## src/rtl/core/g711du_pkg.sv

```systemverilog
// ----------------------------------------------------------------------------
// G.711 decoder package
// Sample and code types, expansion constants and the mu-law / A-law
// expansion functions used by the decode and upsample block.
// ----------------------------------------------------------------------------
package g711du_pkg;

  typedef logic        [7:0]  code_t;
  typedef logic signed [15:0] pcm_t;

  // Codec select register values.
  localparam logic CODEC_MU_LAW = 1'b0;
  localparam logic CODEC_A_LAW  = 1'b1;

  localparam logic [15:0] MU_BIAS      = 16'h0084;
  localparam logic [15:0] A_SEG_OFFSET = 16'h0108;
  localparam logic [15:0] A_SEG0_HALF  = 16'd8;
  localparam logic [7:0]  A_TOGGLE     = 8'h55;

  // Mu-law expansion: the stored code is inverted, a set sign bit means negative.
  function automatic pcm_t expand_mu(code_t code);
    logic [7:0]  c;
    logic [2:0]  seg;
    logic [3:0]  mant;
    logic [15:0] mag;
    c    = ~code;
    seg  = c[6:4];
    mant = c[3:0];
    mag  = (({9'd0, mant, 3'd0} + MU_BIAS) << seg) - MU_BIAS;
    expand_mu = c[7] ? pcm_t'(16'd0 - mag) : pcm_t'(mag);
  endfunction

  // A-law expansion: even bits are toggled, a set sign bit means positive.
  function automatic pcm_t expand_a(code_t code);
    logic [7:0]  c;
    logic [2:0]  seg;
    logic [3:0]  mant;
    logic [15:0] mag;
    c    = code ^ A_TOGGLE;
    seg  = c[6:4];
    mant = c[3:0];
    if (seg == 3'd0) begin
      mag = {8'd0, mant, 4'd0} + A_SEG0_HALF;
    end else begin
      mag = ({8'd0, mant, 4'd0} + A_SEG_OFFSET) << (seg - 3'd1);
    end
    expand_a = c[7] ? pcm_t'(mag) : pcm_t'(16'd0 - mag);
  endfunction

endpackage

```

## src/rtl/core/g711_decode_upsample_2x_top.sv

```systemverilog
// ----------------------------------------------------------------------------
// G.711 decoder with 2x upsampling
// Decodes one mu-law or A-law code per input transaction into two 16-bit
// PCM samples: the midpoint against the previous sample, then the sample.
// ----------------------------------------------------------------------------
// Usage:
//   Input channel (in_valid / in_stall / code_byte) carries one G.711 code per
//   transaction. The output channel (out_valid / out_stall / pcm_sample /
//   last_of_pair) returns two transactions for each code: first the midpoint
//   of the previous and the current sample (truncated toward zero), with
//   last_of_pair low, then the current sample with last_of_pair high.
//   The configuration channel (cfg_valid / cfg_ready / codec_select) picks
//   mu-law (0) or A-law (1); it is always ready and should be written only
//   while the block is idle.
//   The midpoint passes through the pair buffer and then the output
//   register, and the current sample follows it through the same register.
//   The single output register sends one sample per cycle while out_stall is
//   low. A new code is accepted in the same cycle that the previous code's
//   second sample moves into the output register.
//   Reset clears both registers' valid flags, the previous sample (to zero)
//   and the codec select (to mu-law). A stall on the output holds the output
//   register and, once the pair buffer is full, raises in_stall.
// ----------------------------------------------------------------------------
module g711_decode_upsample_2x_top (
  input  logic               clk,
  input  logic               rst,
  // Configuration channel
  input  logic               cfg_valid,
  output logic               cfg_ready,
  input  logic               codec_select,
  // Input channel
  input  logic               in_valid,
  output logic               in_stall,
  input  g711du_pkg::code_t  code_byte,
  // Output channel
  output logic               out_valid,
  input  logic               out_stall,
  output g711du_pkg::pcm_t   pcm_sample,
  output logic               last_of_pair
);
  import g711du_pkg::*;

  // Configuration register.
  logic codec;

  // Last decoded sample, kept across items and codec changes.
  pcm_t prev_sample;

  // Pair buffer: the two results of one accepted code.
  logic pair_valid;
  logic pair_phase;   // 0: midpoint goes next, 1: current sample goes next
  pcm_t pair_mid;
  pcm_t pair_cur;

  logic in_accept;
  logic out_take;
  logic out_load;
  logic pair_done;

  pcm_t               cur_sample;
  logic signed [16:0] pair_sum;
  logic signed [16:0] pair_sum_adj;
  pcm_t               mid_sample;

  assign cfg_ready = 1'b1;

  // Decode and midpoint, straight from the input port into the pair buffer.
  always_comb begin
    cur_sample   = (codec == CODEC_A_LAW) ? expand_a(code_byte) : expand_mu(code_byte);
    pair_sum     = {prev_sample[15], prev_sample} + {cur_sample[15], cur_sample};
    // Adding one to a negative sum before the shift rounds toward zero.
    pair_sum_adj = pair_sum + {16'd0, pair_sum[16]};
    mid_sample   = pcm_t'(pair_sum_adj[16:1]);
  end

  // Handshakes. The output register loads whenever it is empty or being
  // drained; the pair buffer frees up as its second sample moves out.
  assign out_take  = out_valid && !out_stall;
  assign out_load  = pair_valid && (!out_valid || out_take);
  assign pair_done = out_load && pair_phase;
  assign in_stall  = pair_valid && !pair_done;
  assign in_accept = in_valid && !in_stall;

  always_ff @(posedge clk) begin
    if (rst) begin
      codec <= CODEC_MU_LAW;
    end else if (cfg_valid && cfg_ready) begin
      codec <= codec_select;
    end
  end

  always_ff @(posedge clk) begin
    if (rst) begin
      prev_sample <= '0;
      pair_valid  <= 1'b0;
      pair_phase  <= 1'b0;
    end else if (in_accept) begin
      prev_sample <= cur_sample;
      pair_valid  <= 1'b1;
      pair_phase  <= 1'b0;
    end else if (out_load) begin
      if (pair_phase) begin
        pair_valid <= 1'b0;
      end else begin
        pair_phase <= 1'b1;
      end
    end
  end

  always_ff @(posedge clk) begin
    if (in_accept) begin
      pair_mid <= mid_sample;
      pair_cur <= cur_sample;
    end
  end

  always_ff @(posedge clk) begin
    if (rst) begin
      out_valid <= 1'b0;
    end else if (out_load) begin
      out_valid <= 1'b1;
    end else if (out_take) begin
      out_valid <= 1'b0;
    end
  end

  always_ff @(posedge clk) begin
    if (out_load) begin
      pcm_sample   <= pair_phase ? pair_cur : pair_mid;
      last_of_pair <= pair_phase;
    end
  end

  // A new code never overwrites a pair whose midpoint has not been sent.
  a_no_overwrite: assert property (@(posedge clk) disable iff (rst)
    in_accept |-> !(pair_valid && !pair_phase))
    else $error("code accepted over a pending midpoint");

  // A midpoint that is taken is followed at once by its current sample.
  a_pair_follows: assert property (@(posedge clk) disable iff (rst)
    out_valid && !last_of_pair && !out_stall |=> out_valid && last_of_pair)
    else $error("midpoint not followed by its current sample");

  // The output register is only empty while the pair buffer is empty too
  // or was just filled.
  a_no_bubble: assert property (@(posedge clk) disable iff (rst)
    pair_valid && pair_phase |-> out_valid)
    else $error("pending current sample without an output midpoint");

endmodule
```

## config.mk

```make
export PLATFORM = sky130hd
export DESIGN_NAME = g711_decode_upsample_2x_top
export DESIGN_NICKNAME = d
export VERILOG_FILES = /design/src/rtl/core/g711du_pkg.sv /design/src/rtl/core/g711_decode_upsample_2x_top.sv
export SDC_FILE = /design/constraint.sdc
export NUM_CORES = 1
export LEC_CHECK = 0
export CAP_MARGIN = 10
export CORE_MARGIN = 5
export CORE_UTILIZATION = 36
export DETAILED_ROUTE_END_ITERATION = 6
export DONT_BUFFER_PORTS = 1
export GPL_TIMING_DRIVEN = 0
export PLACE_DENSITY = 0.62
export SYNTH_ARGS = -nofsm -noshare
export SYNTH_HDL_FRONTEND = slang
export SYNTH_SLANG_ARGS = --single-unit
```

## constraint.sdc

```tcl
create_clock -name clk -period 14.5 [get_ports clk]
set_input_delay 2.175 -clock clk [delete_from_list [all_inputs] [get_ports clk]]
set_output_delay 2.175 -clock clk [all_outputs]
set_load 0.005 [all_outputs]
```

Word level (Yosys, flattened, before mapping)
Index checks and enable logic that the tools add are counted.
{ "classes": {"order_cmp": 0, "n_addsub": 9, "eq_ne": 0, "mul": 0, "n_shift": 2, "bitwise": 2, "mux": 10, "n_reduce_logical": 16, "div": 0} }
{ "op_table": {"columns": ["operator", "count"], "rows": [
  ["$mux W16", 5],
  ["$sub A1 B16 Y16 const A", 2],
  ["$add A16 B16 Y17", 1],
  ["$add A17 B1 Y17", 1],
  ["$shl A10 B3 Y16", 1],
  ["$shl A9 B3 Y16", 1],
  ["$sub A16 B8 Y16 const B", 1],
  ["$add A8 B9 Y10 const B", 1],
  ["$add A7 B8 Y9 const B", 1],
  ["$add A8 B4 Y9 const B", 1],
  ["$not A8 Y8", 1],
  ["$reduce_bool A2 Y1", 3],
  ["$logic_and A1 B1 Y1", 5],
  ["$mux W1", 5],
  ["$logic_not A1 Y1", 4],
  ["$not A4 Y4", 1],
  ["$logic_not A3 Y1", 1],
  ["$sub A3 B1 Y3 const B", 1],
  ["$reduce_and A2 Y1", 1],
  ["$reduce_or A2 Y1", 1],
  ["$logic_or A1 B1 Y1", 1]
]} }
{ "totals": {"ram_bits": 0, "wordCells": 48, "in_bits": 14, "latch_bits": 0, "register_bits": 69, "output_inout_bits": 20, "mem_count": 0, "rom_bits": 0} }

Logic depth before layout (Yosys ltp)
{ "logic_depth": {"ltp_word": 11, "depth_mapped": 23, "depth_no_buf": 19} }

Worst setup path after synthesis
Ideal clock, no wire load.
{ "synth_timing": {"path_type": "in2reg", "from": "input port code_byte[6]", "to": "register pair_mid[14] (data pin)", "cell_stages": 21, "setup_slack_ps": 8281, "t_required_ps": 14242, "setup_ps": 258, "n_path_buf": 5, "t_arrival_ps": 5962, "cell_sequence": "clkbuf_2 buf_4 buf_2 buf_2 buf_2 nand3_1 ha_1 nor2b_1 o21a_1 nand4_1 a211oi_2 o211ai_1 mux2i_1 nor3_1 ha_1 and2_1 a31oi_1 o211ai_1 a31o_2 a21oi_1 xnor2_1"} }
{ "synth_via": {"elab_chain_len": 9, "word_cells_on_any_way": 15, "classes_between": "add/sub: 6; shift: 2; mux: 4; bitwise: 2; reduce/logical: 1"} }
{ "synth_lines": {"columns": ["element", "line_no", "text"], "rows": [
  ["from (decl)", "g711_decode_upsample_2x_top.sv:34", "input g711du_pkg::code_t code_byte,"],
  ["parallel branches: the longest is 6 deep, another holds $sub A16 B8 Y16", null, null],
  ["$mux W16 *", "g711_decode_upsample_2x_top.sv:69", "cur_sample = (codec == CODEC_A_LAW) ? expand_a(code_byte) : expand_mu(code_byte);"],
  ["net cur_sample[10]", "g711_decode_upsample_2x_top.sv:60", "pcm_t cur_sample;"],
  ["$add A16 B16 Y17 *", "g711_decode_upsample_2x_top.sv:70", "pair_sum = {prev_sample[15], prev_sample} + {cur_sample[15], cur_sample};"],
  ["net pair_sum[15]", "g711_decode_upsample_2x_top.sv:61", "logic signed [16:0] pair_sum;"],
  ["$add A17 B1 Y17 *", "g711_decode_upsample_2x_top.sv:72", "pair_sum_adj = pair_sum + {16'd0, pair_sum[16]};"],
  ["to (signal assigned)", "g711_decode_upsample_2x_top.sv:112", "pair_mid <= mid_sample;"],
  ["to (decl)", "g711_decode_upsample_2x_top.sv:52", "pcm_t pair_mid;"]
]} }
Mark *: on every way through the listed nets, which the timed path passes.
A chain may end at the register's enable or synchronous reset.

Worst setup path after layout
{ "layout_timing": {"from": "input port code_byte[6]", "to": "register pair_mid[15] (data pin)"} }
Same word-level chain as after synthesis.

==> key figures <==
Power and ir drop
  • Leak pwr: 2.15 nW
  • Peak supply drop: 0.0555 mV
  • Power density over the cells: 115 nW/um^2

Logic synthesis
  • Combinational family with the most area after synthesis: compound AO/OA/AOI/OAI gates
  • Post-synthesis register bit count: 63
  • Number of synthesis warnings: 0
  • Mean instance size in the synthesized netlist: 9.23 sq um
  • Net count of the mapped netlist: 577
  • Share of synthesized area spent on multiplexers: 9.71%
  • Post-synthesis simple-gate area fraction: 18.4%
  • Adder and majority cell fraction of the synthesized area: 6.19%
  • Synth cell types: 84
  • Synthesized instance count: 539
  • Flip-flop cell with the highest count after synthesis: edfxtp_1
  • Post-synth design cell area: 4980 sq um
  • Number of enable flip-flop cells after synthesis: 45
  • Synthesized-area fraction occupied by xor and xnor cells: 4.22%
  • Part of the Yosys area used for sequential elements: 34.4%
  • Proportion of synthesized flip-flops having asynchronous set or reset: 0%
  • Share of the synthesized area in compound gates (AO/OA/AOI/OAI): 21.4%

Placed design
  • Sum of net half-perimeters after detailed placement: 9570 um
  • I/O Buffers: 0
  • Last weighted congestion value of the routability-driven placer: 0.920
  • Worst setup slack after placement: 7260 ps

Clock tree
  • Post-cts hold buffer count: 0
  • Clock tree root buffer cell: clkbuf_16
  • Number of buffers inserted to repair setup after CTS: 0
  • Total clock sinks: 63
  • Number of cells upsized or downsized after cts: 0
  • CTS H-tree lvls: 3
  • Clock transition at the register clock pins on the worst setup and hold paths after CTS: 50 ps
  • Skew-Pair Late Insertion Delay: 320 ps
  • Clock tree from TritonCTS: done
  • Number of CTS-inserted buffers: 9
  • Maximum clock insertion buffer count: 2

Global route
  • Global-route wire length before repair: 20900 um
  • Maximum number of pins on one net before global-route repair: 39
  • Total gr overflow: 0
  • Global-route usage over all layers: 15.7%
  • Number of antenna violations at the first check in global routing: 0
  • Vias in the first global route: 4055

Die
  • Area of the core: 13700 sq um
  • Starting density of the core: 36.3%
  • Die boundary width: 128 um
  • Io pins: 34
  • Die height: 128 um
  • Total number of placement rows: 43
  • DIE AREA: 16300 sq um

Timing
  • Post-route setup slack: 7310 ps
  • Highest clock frequency the design can meet: 139 MHz
  • Clock Skew: 4.57 ps
  • Total negative slack: 0 ps
  • Final period utilization: 49.6%
  • Pin slew with the least headroom to its limit: 777 ps
  • Period minus WS final: 7190 ps
  • RSZ-0062 raised after global routing: false
  • Final number of hold-violating endpoints: 0
  • Final setup fails: 0
  • Max-slew violations: 0
  • Worst relative slew slack: 48.2%

Detailed routing
  • Wirelength, routed: 12600 um
  • Routed via count divided by cell count: 5.57
  • Number of violations reported at the end of detailed-routing iteration 0: 304
  • Total via count in the routed design: 4093
  • Remaining routing DRC violations: 0
  • Iteration count of the initial detailed-routing pass: 5
  • Detail-routed net length per standard cell: 17.1 um
  • Remaining antenna violation count: 0

Layout
  • Synth-to-layout area growth: 11.4%
  • Commonest non-fill, non-tap cell in the layout: nor2_1
  • Most frequent cells in the layout: nor2_1 (53), edfxtp_1 (45), nand2_1 (44)
  • ANT cells: 0
  • Proportion of layout cells with a drive suffix above 1: 15.0%
  • Net count of the finished layout: 588

Flow run
  • MaxCap Viol Count: 0

Outcome
  • Result of the run: completed

Worst setup path
  • WS Path Type: in2reg
  • Data required time of the worst path: 14660 ps
  • Kind of start point of the critical path: primary input
  • CP endpoint kind: register
  • Largest driver fanout on the critical path: 10
  • Data arrival, critical path: 7360 ps

Hold path
  • Min-Delay Path Class: reg2reg
routing by layer:
layer  GRT usage (%)  share of wire [%]  wire (um)
met1            20.8                 45       5710
met2            25.7                 48       6030
met3            2.93                4.9        609
met4            5.31                1.6        204
met5               0                  0          0
synthesized netlist by cell type, types with 11 or more instances:
library cell,n,area (sq um)
a21oi_1,29,145
mux2_2,21,236
nor2_1,53,199
inv_1,16,60.1
clkbuf_1,13,48.8
nand3_1,13,65.1
ha_1,23,288
edfxtp_1,45,1350
dfxtp_1,18,360
buf_2,13,65.1
mux2i_1,15,150
nand2_1,44,165
nor3_1,16,80.1
xnor2_1,18,158
nor2b_1,11,68.8
o21ai_0,16,80.1
a31oi_1,11,68.8
power by group:
| part | switching (W) | internal, W |
|---|---|---|
| clock network | 0.0000725 | 0.000165 |
| registers | 0.00000779 | 0.000224 |
| logic | 0.000100 | 0.0000698 |
critical path, cell delays in order:
cell	delay, ps
clkbuf_2	190
buf_4	210
buf_2	250
buf_2	280
buf_2	280
nand3_1	200
ha_1	270
nor2b_1	160
o21a_1	250
nand4_1	170
a211oi_2	340
o211ai_1	170
mux2i_1	160
nor3_1	570
ha_1	420
and2_1	200
o21ai_0	150
o31ai_1	120
o41ai_1	530
nor2b_1	110
o22ai_1	150
sequential cells by signal, summed over array words and instances, names as in the netlist:
register / flops
prev_sample: 14
pair_mid: 15
out_valid: 1
codec: 1
pair_cur: 14
pair_phase: 1
pair_valid: 1
pcm_sample: 15
last_of_pair: 1
path summary, 6_finish.rpt:
check                             startpoint           end  slack, ps  cells after the start
worst min register to register    pair_phase  last_of_pair        430                      0
worst max-delay path            code_byte[6]  pair_mid[15]       7310                     21
worst max register to register         codec  pair_mid[15]      10330                     13
worst min-delay path              pair_phase  last_of_pair        430                      0
kinds of logic after synthesis:
| family | count (synthesis) |
|---|---|
| xor+xnor | 24 |
| buf+inv | 58 |
| other cells | 2 |
| compound gates | 143 |
| flops | 63 |
| simple gates | 184 |
| fa+ha+maj | 24 |
| mux | 41 |
through the flow:
| stage | cells | total power, W | area [sq um] | hold WS [ps] | utilization [%] |
|---|---|---|---|---|---|
| final | 735 | 0.000639 | 5550 | 429 | 40.4 |
| after CTS | 735 | 0.000642 | 5550 | 427 | 40.4 |
| after global placement | 719 | 0.000398 | 5200 | 408 | 37.9 |
| after floorplan | 539 | 0.000366 | 4980 | 406 | - |
| after global routing | 735 | 0.000675 | 5550 | 436 | 40.4 |
| after detailed placement | 719 | 0.000403 | 5200 | 414 | 37.9 |
layout make-up:
class / count / area [sq um]
fillers: 1352 / 8170
multi-input cells: 418 / 2990
flip-flops and latches: 63 / 1710
clock buffers: 12 / 267
well taps: 180 / 225
plain buffers: 39 / 206
clock inverters: 4 / 76.3
inverters: 19 / 71.3
Note: power is estimated with default switching activity, not from simulation.
